<file path="config.mk">
export PLATFORM = sky130hd
export DESIGN_NAME = fcu_cell
export DESIGN_NICKNAME = d
export VERILOG_FILES = /design/src/rtl/fcu_pkg.sv /design/src/rtl/fcu_cell.sv
export SDC_FILE = /design/constraint.sdc
export NUM_CORES = 1
export LEC_CHECK = 0
export ABC_AREA = 0
export BUFFER_PORTS_ARGS = -buffer_cell sky130_fd_sc_hd__buf_2
export CAP_MARGIN = 10
export CELL_PAD_IN_SITES_DETAIL_PLACEMENT = 0
export CELL_PAD_IN_SITES_GLOBAL_PLACEMENT = 1
export CORE_MARGIN = 2
export CORE_UTILIZATION = 25
export CTS_CLUSTER_SIZE = 10
export DETAILED_ROUTE_END_ITERATION = 7
export GPL_TIMING_DRIVEN = 0
export PLACE_DENSITY_LB_ADDON = 0.1
export SYNTH_ARGS = -nofsm -noshare
export SYNTH_HDL_FRONTEND = slang
export SYNTH_SLANG_ARGS = --single-unit
</file>
<file path="constraint.sdc">
create_clock -name clock -period 5.6 [get_ports clock]
set_input_delay 0.28 -clock clock [delete_from_list [all_inputs] [get_ports clock]]
set_output_delay 0.28 -clock clock [all_outputs]
set_load 0.05 [all_outputs]
</file>
<file path="src/rtl/fcu_pkg.sv">
// ----------------------------------------------------------------------------
// FIR full convolution package
// Shared word types, field widths, codes and control structs for the FIR
// full convolution unit and its cells, sequencer and adder tree.
// ----------------------------------------------------------------------------
package fcu_pkg;

   // Field widths of the request and response words.
   localparam int SAMPLE_W    = 16;
   localparam int COEF_W      = 16;
   localparam int FILT_W      = 38;
   localparam int TAP_COUNT_W = 7;
   localparam int TAP_INDEX_W = 6;

   // Configuration port geometry.
   localparam int CSR_DATA_W = 32;
   localparam int CSR_ADDR_W = 3;

   // Register index of the tap count register (paddr bit 2).
   localparam logic REG_TAP_COUNT = 1'b0;

   // Request operation codes.
   typedef enum logic {
      OP_COEF   = 1'b0,
      OP_SAMPLE = 1'b1
   } op_type;

   // Request word.
   typedef struct packed {
      op_type                    op;
      logic [TAP_INDEX_W-1:0]    tap_index;
      logic signed [COEF_W-1:0]  coef_value;
      logic signed [SAMPLE_W-1:0] sample_value;
      logic                      last_sample;
   } req_type;

   // Response word.
   typedef struct packed {
      logic signed [FILT_W-1:0] filtered_value;
      logic                     run_end;
      logic                     short_input;
   } rsp_type;

   // Sequencer states.
   typedef enum logic {
      SEQ_IDLE = 1'b0,
      SEQ_TAIL = 1'b1
   } seq_state_type;

   // Filter step issued by the sequencer to the cell row.
   typedef struct packed {
      logic issue;
      logic zero_in;
      logic final_step;
      logic short_input;
   } step_type;

   // Flags that travel down the pipeline next to the sums.
   typedef struct packed {
      logic valid;
      logic run_end;
      logic short_input;
   } ctl_type;

endpackage

</file>
<file path="src/rtl/fcu_cell.sv">
// ----------------------------------------------------------------------------
// FIR tap cell
// Holds one coefficient and one history sample, passes its sample to the
// next cell on every filter step and registers its masked product.
// ----------------------------------------------------------------------------
module fcu_cell import fcu_pkg::*; #(
   parameter int CELL_INDEX = 0
) (
   input  logic                       clock,
   input  logic                       reset,
   input  logic                       en,
   input  logic                       step,
   input  logic                       clear,
   input  logic                       coef_we,
   input  logic [TAP_INDEX_W-1:0]     coef_index,
   input  logic signed [COEF_W-1:0]   coef_value,
   input  logic                       tap_on,
   input  logic signed [SAMPLE_W-1:0] tap_in,
   output logic signed [SAMPLE_W-1:0] tap_out,
   output logic signed [FILT_W-1:0]   prod_out
);

   localparam int PROD_W = SAMPLE_W + COEF_W;

   logic signed [COEF_W-1:0]          coef_ff;
   logic signed [SAMPLE_W-1:0]        hold_ff;
   logic signed [SAMPLE_W-1:0]        hold_in;
   logic signed [FILT_W-1:0]          prod_ff;
   logic signed [FILT_W-1:0]          prod_in;
   logic signed [PROD_W-1:0]          prod_full;

   // Coefficient store for this tap.
   always_ff @(posedge clock) begin
      if (coef_we && (coef_index == TAP_INDEX_W'(CELL_INDEX))) begin
         coef_ff <= coef_value;
      end
   end

   // The history shifts on each step; the final step of a run empties it.
   always_comb begin
      hold_in = hold_ff;
      if (en && step) begin
         hold_in = clear ? '0 : tap_in;
      end
   end

   always_ff @(posedge clock) begin
      if (reset) begin
         hold_ff <= '0;
      end else begin
         hold_ff <= hold_in;
      end
   end

   // Product of this tap, zero when the tap lies beyond the taps in use.
   assign prod_full = PROD_W'(coef_ff) * PROD_W'(tap_in);
   assign prod_in   = tap_on ? FILT_W'(prod_full) : '0;

   always_ff @(posedge clock) begin
      if (en) begin
         prod_ff <= prod_in;
      end
   end

   assign tap_out  = hold_ff;
   assign prod_out = prod_ff;

endmodule

</file>
After elaboration in Yosys (flattened, before gate mapping)
Cells that the tools add are included.

cells by class
  reduce and logical (&&, ||, !) cells = 3
  multipliers = 1
  muxes and demuxes = 1

operator list
  cell                          number
  multiplier 16 x 16 -> 32 bit  1
  two-way mux 16 bit            1
  logical NOT 6 bit             1
  logical AND 1 bit             2

storage, ports and cells
  output and inout bits = 54
  bits in registers = 64
  input port bits = 45

Logic depth before layout (Yosys ltp)
  depth after elaboration = 2
  gate-level depth with buffers = 23
  mapped depth without buffers = 20

Least setup slack after synthesis
No wires, ideal clock.

  path kind = reg2reg
  start point = register coef_ff[15]
  end point = register prod_ff[30], in the netlist prod_out[30] (data pin)
  library setup time = 0.264 ns
  path slack = -0.359 ns
  cell stages (with the launch flop) = 19
  data arrival time = 5.695 ns
  buffers on the path = 2
  cells stage by stage = edfxtp_1 -> clkbuf_1 -> nand2_1 -> inv_1 -> fa_1 -> fa_1 -> fa_1 -> fa_1 -> fa_1 -> inv_1 -> fa_1 -> inv_1 -> ha_1 -> clkbuf_1 -> nand4_1 -> or4_1 -> o21ai_2 -> a311oi_2 -> mux2i_1

on the way
  longest elaborated chain between the ends = 1

RTL lines
  item                          RTL line        RTL
  start: declaration            fcu_cell.sv:25  logic signed [COEF_W-1:0] coef_ff;
  start signal: assignment      fcu_cell.sv:35  coef_ff <= coef_value;
  multiplier 16 x 16 -> 32 bit  fcu_cell.sv:56  assign prod_full = PROD_W'(coef_ff) * PROD_W'(tap_in);
  end signal: assignment        fcu_cell.sv:61  prod_ff <= prod_in;
  end: declaration              fcu_cell.sv:28  logic signed [FILT_W-1:0] prod_ff;

Every way passes these cells.
A chain may end at the register's enable or synchronous reset.

Worst setup path after layout
  start point = register coef_ff[7]
  end point = register prod_ff[26], in the netlist prod_out[26] (data pin)

Same word-level chain as after synthesis.

==> results by group <==
Status
  • Status: finished, violations left
  • Failing checks: negative setup slack

Drt
  • Drt total wl: 39400 um
  • Top layer in use: met4
  • Vias after detailed routing: 8896
  • DRT antenna net count: 0
  • Vias/cell: 4.37
  • DR WL/cell: 19.3 um
  • Routed wl met2: 20900 um
  • Number of remaining DRC errors: 0
  • Met3 wire length: 1070 um
  • DR pass1 iterations: 4
  • Routed met1 length: 17000 um
  • Initial DRC Count: 371

Logic synthesis
  • FFs w/ async S/R, synth: 0
  • Predominant post-synthesis flop cell: edfxtp_1
  • Post-Synthesis Cell Area: 12200 sq um
  • Post-synth cell types: 50
  • Post-synth EDFFs: 48
  • Synth area leader: fa_1
  • Net Count, Synth: 1647
  • Synthesis-stage register bit count: 64
  • Top cell type's share of synthesized area: 0.431
  • Cell count after synthesis: 1258
  • YS warnings: 0
  • Top area cells in the synthesized netlist: fa_1, edfxtp_1, inv_1
  • Post-Syn Area per Cell: 9.67 sq um
  • Register area share after synthesis: 0.145

Clock network
  • H-tree levels: 3
  • Root buf cell: clkbuf_16
  • Reg clk slew, reported paths: 50 ps
  • CTS tree: yes
  • Max clock buf depth: 2
  • Number of buffers created by CTS: 9
  • Clk Latency, worst-skew pair: 370 ps
  • Clk sink count: 64

Finish
  • Final net count: 1806
  • Fin util: 0.308
  • FF/Latch Area: 1760 sq um
  • Antenna diodes: 0
  • Most common cell after layout, fill and taps aside: inv_1
  • Post-synthesis to final-layout area growth: 21.2%
  • Most frequent cells in the layout: inv_1, fa_1, nand2_1, and2_1, buf_2
  • Area of the multi-input gates: 9530 sq um
  • Non-filler cells, final: 2037
  • Share of layout cells above drive strength 1: 0.196
  • Fillcell total: 5213

Setup path
  • Slowest CP cell: or4_4
  • Arrival @ worst endpoint: 6130 ps
  • Crit. End Element: flop
  • Critical Path Start Type: flop
  • Crit-path cells: clkbuf_8 > nand2_1 > fa_1 > inv_1 > fa_1 > inv_1 > fa_1 > inv_1 > fa_2 > fa_1 > inv_1 > fa_1 > inv_1 > ha_2 > nand4_1 > or4_4 > o21ai_4 > buf_4 > xnor2_2 > nor2_1
  • Number of buffers and inverters on the critical path: 7
  • WS Path Type: flop to flop
  • Worst Reg-to-Reg Cells: 20
  • R2R setup slack: -430 ps
  • Worst Path Required: 5690 ps
  • Critical R2R Launch: coef_ff[7]
  • Reg2reg end: prod_out[26]
  • Largest stage delay on the critical path: 580 ps
  • CP max FO: 5
  • Top Family by Delay on Critical Path: adder cells

Die
  • Initial core utilization: 0.254
  • Chip Height: 225 um
  • Cell Rows: 80
  • DIE AREA: 50400 sq um
  • Die width: 225 um
  • I/O Pins: 99
  • Core ar.: 47800 sq um

Power and ir drop
  • Max IR drop VDD: 0.573 mV
  • Pwr per Cell Area: 678 nW/um^2
  • Pwr Total: 10.0 mW
  • P_leak: 7.08 nW

Min path
  • Path category of the worst min-delay check: primary input to flop
  • Min-delay src: coef_value[7]
  • Hold EP: coef_ff[7]
  • Worst hold path depth: 1

STA
  • Final WS setup: -434 ps
  • Clk_skew: 7.74 ps
  • Min Tclk post-route: 6030 ps
  • Relative slew slack: 0.447
  • Share of the clock period used by the worst path: 1.08
  • Final setup vio count: 15
  • RSZ-0062 raised after global routing: yes
  • Fmax: 166 MHz
  • Worst Max-Slew Pin Slew: 829 ps
  • Hold Fails Final Rpt: 0
  • Slew Viols, Final: 0
  • Hold slack: 87.8 ps

Flow run
  • Max Cap Viol: 0

Placed design
  • Placed cells: 1969
  • Port Buffers: 94
  • GP Congestion: 0.788
  • Place WS: -1570 ps
  • DPL Wire Length: 32100 um

Global route
  • Grt ovf: 0
  • First-pass GRT wire length: 60400 um
  • Initial antenna violation count: 3
  • Vias in the first global route: 9827
  • Largest net degree at the start of global routing: 34
  • Total GRT Usage: 0.165
==> state kept, by name (all words and copies together) (netlist names) <==
name / cells
coef_ff: 16
prod_out: 32
tap_out: 16
==> kinds of logic after synthesis <==
group | synth area share
buffers and inverters | 0.107
adders and majority gates | 0.516
AOI/OAI and AO/OA | 0.0517
DFF | 0.145
muxes | 0.00411
and+or+nand+nor | 0.157
xor gates and xnor gates | 0.0202
==> stage by stage <==
stage / TNS (ps) / instance area, sq um
final: -3800 / 14700
after floorplan: -7.93 / 12300
after CTS: -4180 / 14500
after detailed placement: -21010 / 13500
after global placement: -21600 / 13500
after global routing: -7020 / 14700
==> Yosys cell counts, types with 6 or more instances <==
cell      instances
a21o_1            8
a21oi_1          38
and2_1          127
buf_4             6
clkbuf_1         44
dfxtp_1          16
edfxtp_1         48
fa_1            262
ha_1             82
inv_1           286
nand2_1         138
nand2b_1         11
nor2_1           52
nor3_1           13
nor3b_1          15
o21ai_0          15
xnor2_1          21
xor2_1            7
==> power breakdown <==
| part | switching (mW) | leakage [nW] | internal [mW] |
|---|---|---|---|
| sequential | 0.0301 | 0.604 | 0.764 |
| clock | 0.232 | 0.138 | 0.340 |
| combinational | 4.89 | 6.34 | 3.74 |
| total | 5.15 | 7.08 | 4.85 |
==> what timing repair did <==
item	CTS	global route
hold buffers	0	0
resized for setup	94	46
pin swaps	31	46
buffers inserted	39	14
gates cloned	1	0
endpoints found under the hold margin	0	0
endpoints found under the setup margin	22	19
==> how the worst max path moves through the flow <==
| stage | depth (start not counted) | endpoint | from |
|---|---|---|---|
| 6_report | 20 | prod_out[26] | coef_ff[7] |
| 5_1_grt | 20 | prod_out[24] | coef_ff[4] |
| 4_1_cts | 21 | prod_out[24] | coef_ff[11] |
| 3_5_place_dp | 22 | prod_out[23] | tap_in[7] |
| 3_3_place_gp | 22 | prod_out[25] | tap_in[7] |
| 2_1_floorplan | 20 | prod_out[24] | coef_ff[14] |
==> final cells by class <==
type                            instances  share of cell area
Inverter                              286              0.0728
Buffer                                 52              0.0270
Clock inverter                          5             0.00322
Tap cell                              615              0.0522
Timing Repair Buffer                  150              0.0633
Clock buffer                           11              0.0158
Sequential cell                        64               0.119
Multi-Input combinational cell        854               0.646
==> routing by layer <==
metal,global-route usage,vias to the layer above
li1,-,4099
met1,0.213,4689
met2,0.295,92
met3,0.0255,16
met4,0.0301,0
met5,0,-
No activity file was read; power rests on OpenSTA's default activity.
