`src/rtl/fcu_pkg.sv`:
```
// ----------------------------------------------------------------------------
// FIR full convolution package
// Shared word types, field widths, codes and control structs for the FIR
// full convolution unit and its cells, sequencer and adder tree.
// ----------------------------------------------------------------------------
package fcu_pkg;

   // Field widths of the request and response words.
   localparam int SAMPLE_W    = 16;
   localparam int COEF_W      = 16;
   localparam int FILT_W      = 38;
   localparam int TAP_COUNT_W = 7;
   localparam int TAP_INDEX_W = 6;

   // Configuration port geometry.
   localparam int CSR_DATA_W = 32;
   localparam int CSR_ADDR_W = 3;

   // Register index of the tap count register (paddr bit 2).
   localparam logic REG_TAP_COUNT = 1'b0;

   // Request operation codes.
   typedef enum logic {
      OP_COEF   = 1'b0,
      OP_SAMPLE = 1'b1
   } op_type;

   // Request word.
   typedef struct packed {
      op_type                    op;
      logic [TAP_INDEX_W-1:0]    tap_index;
      logic signed [COEF_W-1:0]  coef_value;
      logic signed [SAMPLE_W-1:0] sample_value;
      logic                      last_sample;
   } req_type;

   // Response word.
   typedef struct packed {
      logic signed [FILT_W-1:0] filtered_value;
      logic                     run_end;
      logic                     short_input;
   } rsp_type;

   // Sequencer states.
   typedef enum logic {
      SEQ_IDLE = 1'b0,
      SEQ_TAIL = 1'b1
   } seq_state_type;

   // Filter step issued by the sequencer to the cell row.
   typedef struct packed {
      logic issue;
      logic zero_in;
      logic final_step;
      logic short_input;
   } step_type;

   // Flags that travel down the pipeline next to the sums.
   typedef struct packed {
      logic valid;
      logic run_end;
      logic short_input;
   } ctl_type;

endpackage

```
`src/rtl/fcu_seq.sv`:
```
// ----------------------------------------------------------------------------
// FIR step sequencer
// Accepts request words, issues one filter step per sample, and after the
// last sample issues the zero-input tail steps that finish the convolution.
// ----------------------------------------------------------------------------
module fcu_seq import fcu_pkg::*; #(
   parameter int MAX_TAPS = 64
) (
   input  logic                   clock,
   input  logic                   reset,
   input  logic                   en,
   input  logic                   req_valid,
   input  op_type                 req_op,
   input  logic                   req_last,
   input  logic [TAP_COUNT_W-1:0] taps_eff,
   output logic                   req_ready,
   output logic                   coef_we,
   output step_type               step
);

   seq_state_type          state_ff;
   seq_state_type          state_in;
   logic [TAP_COUNT_W-1:0] tail_ff;
   logic [TAP_COUNT_W-1:0] tail_in;
   logic [TAP_COUNT_W-1:0] seen_ff;
   logic [TAP_COUNT_W-1:0] seen_in;
   logic [TAP_COUNT_W-1:0] seen_next;
   logic                   short_ff;
   logic                   short_in;
   logic                   accept;
   logic                   sample_acc;
   logic                   short_now;

   assign accept     = req_valid && req_ready;
   assign sample_acc = accept && (req_op == OP_SAMPLE);

   // Sample count of the run, saturating at the tap capacity.
   assign seen_next = (seen_ff < TAP_COUNT_W'(MAX_TAPS)) ?
                      seen_ff + TAP_COUNT_W'(1) : seen_ff;
   assign short_now = seen_next < taps_eff;

   // Next state.
   always_comb begin
      state_in = state_ff;
      case (state_ff)
         SEQ_IDLE: begin
            if (sample_acc && req_last && (taps_eff > TAP_COUNT_W'(1))) begin
               state_in = SEQ_TAIL;
            end
         end
         SEQ_TAIL: begin
            if (en && (tail_ff == TAP_COUNT_W'(1))) begin
               state_in = SEQ_IDLE;
            end
         end
         default: begin
            state_in = SEQ_IDLE;
         end
      endcase
   end

   // Outputs.
   always_comb begin
      req_ready = 1'b0;
      coef_we   = 1'b0;
      step      = '0;
      case (state_ff)
         SEQ_IDLE: begin
            req_ready        = en;
            coef_we          = accept && (req_op == OP_COEF);
            step.issue       = sample_acc;
            step.final_step  = req_last && (taps_eff == TAP_COUNT_W'(1));
            step.short_input = short_now;
         end
         SEQ_TAIL: begin
            step.issue       = en;
            step.zero_in     = 1'b1;
            step.final_step  = tail_ff == TAP_COUNT_W'(1);
            step.short_input = short_ff;
         end
         default: begin
            req_ready = 1'b0;
         end
      endcase
   end

   // Tail counter, run sample count and the short-run flag.
   always_comb begin
      tail_in  = tail_ff;
      seen_in  = seen_ff;
      short_in = short_ff;
      if (sample_acc) begin
         seen_in  = seen_next;
         short_in = short_now;
         tail_in  = taps_eff - TAP_COUNT_W'(1);
      end else if ((state_ff == SEQ_TAIL) && en) begin
         tail_in = tail_ff - TAP_COUNT_W'(1);
      end
      if (step.issue && step.final_step) begin
         seen_in = '0;
      end
   end

   always_ff @(posedge clock) begin
      if (reset) begin
         state_ff <= SEQ_IDLE;
         tail_ff  <= '0;
         seen_ff  <= '0;
         short_ff <= 1'b0;
      end else begin
         state_ff <= state_in;
         tail_ff  <= tail_in;
         seen_ff  <= seen_in;
         short_ff <= short_in;
      end
   end

`ifndef NO_ASSERTIONS
   // No request word is taken while the tail is flushing.
   a_no_req_in_tail: assert property (@(posedge clock) disable iff (reset)
      (state_ff == SEQ_TAIL) |-> !req_ready)
      else $error("request accepted during tail flush");

   // A flushing tail always has steps left.
   a_tail_nonzero: assert property (@(posedge clock) disable iff (reset)
      (state_ff == SEQ_TAIL) |-> (tail_ff != '0))
      else $error("tail counter empty while flushing");

   // The final step of a run restarts the sample count.
   a_final_clears: assert property (@(posedge clock) disable iff (reset)
      (step.issue && step.final_step) |=> (seen_ff == '0))
      else $error("sample count not cleared after run end");
`endif

endmodule

```
`config.mk`:
```
export PLATFORM = sky130hd
export DESIGN_NAME = fcu_seq
export DESIGN_NICKNAME = d
export VERILOG_FILES = /design/src/rtl/fcu_pkg.sv /design/src/rtl/fcu_seq.sv
export SDC_FILE = /design/constraint.sdc
export NUM_CORES = 1
export LEC_CHECK = 0
export BUFFER_PORTS_ARGS = -buffer_cell sky130_fd_sc_hd__clkbuf_2
export CORE_ASPECT_RATIO = 2
export CORE_MARGIN = 8
export CORE_UTILIZATION = 45
export DETAILED_ROUTE_END_ITERATION = 10
export PLACE_DENSITY = 0.72
export SKIP_CTS_REPAIR_TIMING = 1
export SLEW_MARGIN = 10
export SYNTH_ARGS = -nofsm -noshare
export SYNTH_HDL_FRONTEND = slang
export SYNTH_SLANG_ARGS = --single-unit
```
`constraint.sdc`:
```
create_clock -name clock -period 2.1 [get_ports clock]
set_input_delay 0.105 -clock clock [delete_from_list [all_inputs] [get_ports clock]]
set_output_delay 0.105 -clock clock [all_outputs]
set_load 0.005 [all_outputs]
```
# After elaboration in Yosys (flattened, before gate mapping)
# Index checks and enable logic that the tools add are counted.
[op_classes]
muxes = 11
order_cmp = 3
eq_ne = 2
addsub = 3
n_bitwise = 2
reduce_logical = 11
[ops]
columns = ["operator", "n"]
rows = [
  ["2-to-1 mux 7 bit", 3],
  ["equality test 7 x 1 -> 1 bit (second input constant)", 2],
  ["subtractor 7 x 1 -> 7 bit (second input constant)", 2],
  ["logical AND 1 bit", 9],
  ["adder 7 x 1 -> 7 bit (second input constant)", 1],
  ["greater-than comparator 7 x 1 -> 1 bit (second input constant)", 1],
  ["less-than comparator 7 bit", 1],
  ["less-than comparator 7 bit (second input constant)", 1],
  ["2-to-1 mux 1 bit", 5],
  ["case mux 1 bit (2 select lines)", 2],
  ["case mux 2 bit (2 select lines)", 1],
  ["inverter 1 bit", 2],
  ["nonzero test 2 bit", 1],
  ["OR reduction 2 bit", 1],
]
[word_totals]
register_bits = 16
inputBits = 13
elab_cells = 36

# Longest topological paths before layout
[logic_depth]
word_depth = 7
mapped_depth = 8
mapped_depth_nobuf = 8

# Worst setup path after synthesis
# Ideal clock, no wire load.
[synth_timing]
path_kind = "reg2reg"
from = "register seen_ff[0]"
to = "register short_ff"
period_less_slack_ns = 1.871
path_slack_ns = 0.229
setup_time_ns = 0.131
stages_incl_launch_ff = 7
arrival_ns = 1.740
t_required_ns = 1.969
path_cell_list = "dfxtp_1 -> ha_1 -> mux2_2 -> ha_1 -> o21ai_1 -> a2111oi_2 -> o41ai_2"
[synth_via]
elab_chain_len = 3
[synth_rtl]
columns = ["item", "line_no", "text"]
rows = [
  ["start: declaration", "fcu_seq.sv:25", "logic [TAP_COUNT_W-1:0] seen_ff;"],
  ["start signal: assignment", "fcu_seq.sv:113", "seen_ff <= seen_in;"],
  ["adder 7 x 1 -> 7 bit or less-than comparator 7 bit (tied branches)", "fcu_seq.sv:39, fcu_seq.sv:38", ""],
  ["2-to-1 mux 7 bit *", "fcu_seq.sv:38", "assign seen_next = (seen_ff < TAP_COUNT_W'(MAX_TAPS)) ?"],
  ["net seen_next[1]", "fcu_seq.sv:27", "logic [TAP_COUNT_W-1:0] seen_next;"],
  ["less-than comparator 7 bit *", "fcu_seq.sv:40", "assign short_now = seen_next < taps_eff;"],
  ["end signal: assignment", "fcu_seq.sv:114", "short_ff <= short_in;"],
  ["end: declaration", "fcu_seq.sv:28", "logic short_ff;"],
]
# Mark *: on every way through the listed nets, which the timed path passes. The rest lies on a longest branch.
# A chain may end at the register's enable or synchronous reset.

==> flow_summary.ini <==
[cells_and_area]
multi_input_area_um2 = 903
fin_nets = 196
drive_gt1_frac = 0.275
fill_cells = 265
layout.area.seq_um2 = 329
area_growth_pct = 18.5
layoutNonFillerInstCount = 200
num_antenna_cells = 0

[sta]
fmax_mhz = 452
setup_viol = 1
max_slew_margin = 0.710
period_minus_slack_ps = 2210
worstMarginPinSlew_ps = 434
final_hold_viol_count = 0
maxSlewViolCount = 0
rsz0062_at_grt = yes
finalCritPeriodShare = 1.05
setup_slack_ps = -111
fin_skew_ps = 3.30
setup_tns_ps = -111

[global_routing]
grt_max_degree = 21
antenna_found_initial = 0
grt_pass1_vias = 1190
grt_overflow_total = 0
grt_pass1_wl_um = 5050
grtUsageTotal = 0.134

[drt]
drt_wl_total_um = 3170
dr_total_vias = 1185
first_pass_iters = 4
drtAntennaViolNets = 0
viasPerCell = 5.93
drtIter0Drc = 23
drcViolationCount = 0
wl_per_cell_um = 15.9

[synthesis]
syn_nets = 174
synth.most_common_cell = nor2_1
ys.flop_type = dfxtp_1
netlist_area_mm2 = 0.00126
netlist_instances = 150
synth_edf_count = 0
syn-mean-instance-area_um2 = 8.42
ys_types = 44
ys_ff_latch = 16
synth.area.top_cells = dfxtp_1 (25%), ha_1 (11%), xnor2_1 (9.0%), nor2_1 (5.6%), nor3_1 (3.6%)
synth_top_area_cell = dfxtp_1
ys_warn_count = 0
netlist_top_cells_count = nor2_1 (19), dfxtp_1 (16), xnor2_1 (13)
synth_top_area_share = 0.254
async_reset_ff_frac = 0
synth_seq_area_share = 0.254

[die]
dieHeight_um = 90.9
die_w_um = 53.5
pin_count = 19
initial_utilization = 0.467
dieArea_mm2 = 0.00486
fp-row-count = 27
core_mm2 = 0.00270

[clock_network]
clock_latency_ps = 250
clk_pin_slew_ps = 70
htreeDepth = 1
clock_path_buffers = 2
root_buffer = clkbuf_8
cts_inserted_buffers = 3
tritoncts = done
clock_sinks = 16

[place]
io_buffers = 18
dp.cells = 196
dp_hpwl_um = 2380
place.gp.congestion = 0.834

[setup_path]
end_kind = primary output
startpoint_type = register
r2r_slack_ps = 110
arrival_ps = 2110
worstSetupPathType = register to primary output
required_ps = 2000
worst-path-max-fanout = 4

[power]
p_leak_nw = 0.610
cellPowerDensity_mw_per_mm2 = 510
ir_drop_uv = 336

[hold_path]
hp-class = input pin to register

[outcome]
outcome = complete, but fails checks
violations = negative setup slack

[job]
maxCapViolations = 0
==> power by group <==
part	internal, mW	switching, mW	leakage, nW	total, mW
logic	0.0660	0.0807	0.449	0.147
clock network	0.167	0.117	0.0288	0.284
registers	0.315	0.0179	0.132	0.333
==> cell families after synthesis <==
| logic type | after synthesis | synth area share |
|---|---|---|
| AND/OR/NAND/NOR | 62 | 0.290 |
| flip-flops | 16 | 0.254 |
| XOR/XNOR | 17 | 0.118 |
| adder cells (fa/ha/maj) | 11 | 0.109 |
| buffers and inverters | 17 | 0.0585 |
| multiplexers | 1 | 0.00892 |
| AO/OA/AOI/OAI | 26 | 0.162 |
==> worst max-delay path, stage by stage (launching register included) <==
cell and delay, ps:
dfxtp_4 370, ha_4 240, mux2_2 280, ha_1 300, o21ai_2 90, a2111oi_4 340, o31ai_1 110, clkbuf_2 130
==> metrics by stage <==
| step | hold WS [ps] | setup slack [ps] | utilization | power (mW) | instance area [µm²] |
|---|---|---|---|---|---|
| after floorplan | 241 | 229 | - | 0.428 | 1260 |
| after global routing | 171 | -190 | 0.554 | 0.793 | 1500 |
| after CTS | 155 | -264 | 0.538 | 0.756 | 1450 |
| final | 155 | -111 | 0.554 | 0.763 | 1500 |
| after global placement | 386 | 84.8 | 0.517 | 0.469 | 1400 |
| after detailed placement | 393 | 26.1 | 0.517 | 0.475 | 1400 |
==> metal layers <==
layer  share of wire  wire length (µm)  vias up  global-route usage
met3           0.034               107       11              0.0198
met4           0.037               117        0              0.0742
met5               0                 0        -                   0
li1                -                 -      581                   -
met1            0.36              1150      567               0.122
met2            0.57              1790       26               0.252
==> cells in the final DEF, fill, tap and decap left out, types with 2 or more instances in the layout <==
| cell | instances |
|---|---|
| nor2_1 | 19 |
| o21ai_1 | 2 |
| xnor2_1 | 13 |
| or3b_1 | 2 |
| nor3_2 | 4 |
| nor4_1 | 3 |
| nor3_1 | 9 |
| inv_1 | 10 |
| ha_1 | 10 |
| buf_4 | 6 |
| dfxtp_1 | 13 |
| dfxtp_4 | 2 |
| a21oi_1 | 2 |
| a211oi_1 | 3 |
| a31oi_1 | 2 |
| nand4b_1 | 5 |
| xor2_1 | 4 |
| clkbuf_2 | 18 |
| a211oi_2 | 2 |
| nand2_1 | 8 |
| clkbuf_8 | 4 |
| nand3_1 | 2 |
| o31ai_1 | 2 |
| a21oi_2 | 2 |
==> registers in the layout, summed over array words and instances, names as in the netlist <==
| signal | cells |
|---|---|
| seen_ff | 7 |
| tail_ff | 7 |
| state_ff | 1 |
| short_ff | 1 |
==> worst paths after layout <==
path | startpoint | depth (start not counted) | to
max | seen_ff[0]$_SDFFE_PP0P_ | 7 | step[0]
min | req_last | 3 | state_ff$_SDFF_PP0_
min reg2reg | tail_ff[6]$_SDFFE_PP0P_ | 2 | tail_ff[6]$_SDFFE_PP0P_
max reg2reg | seen_ff[0]$_SDFFE_PP0P_ | 7 | short_ff$_SDFFE_PP0P_
==> layout make-up <==
cell class              count  share of cell area
flip-flops and latches     16               0.220
inverters                  10              0.0251
multi-input cells         117               0.604
clock buffers               4              0.0368
repair buffers             24              0.0903
well taps                  29              0.0242
Power figures use the tool's default switching activity.
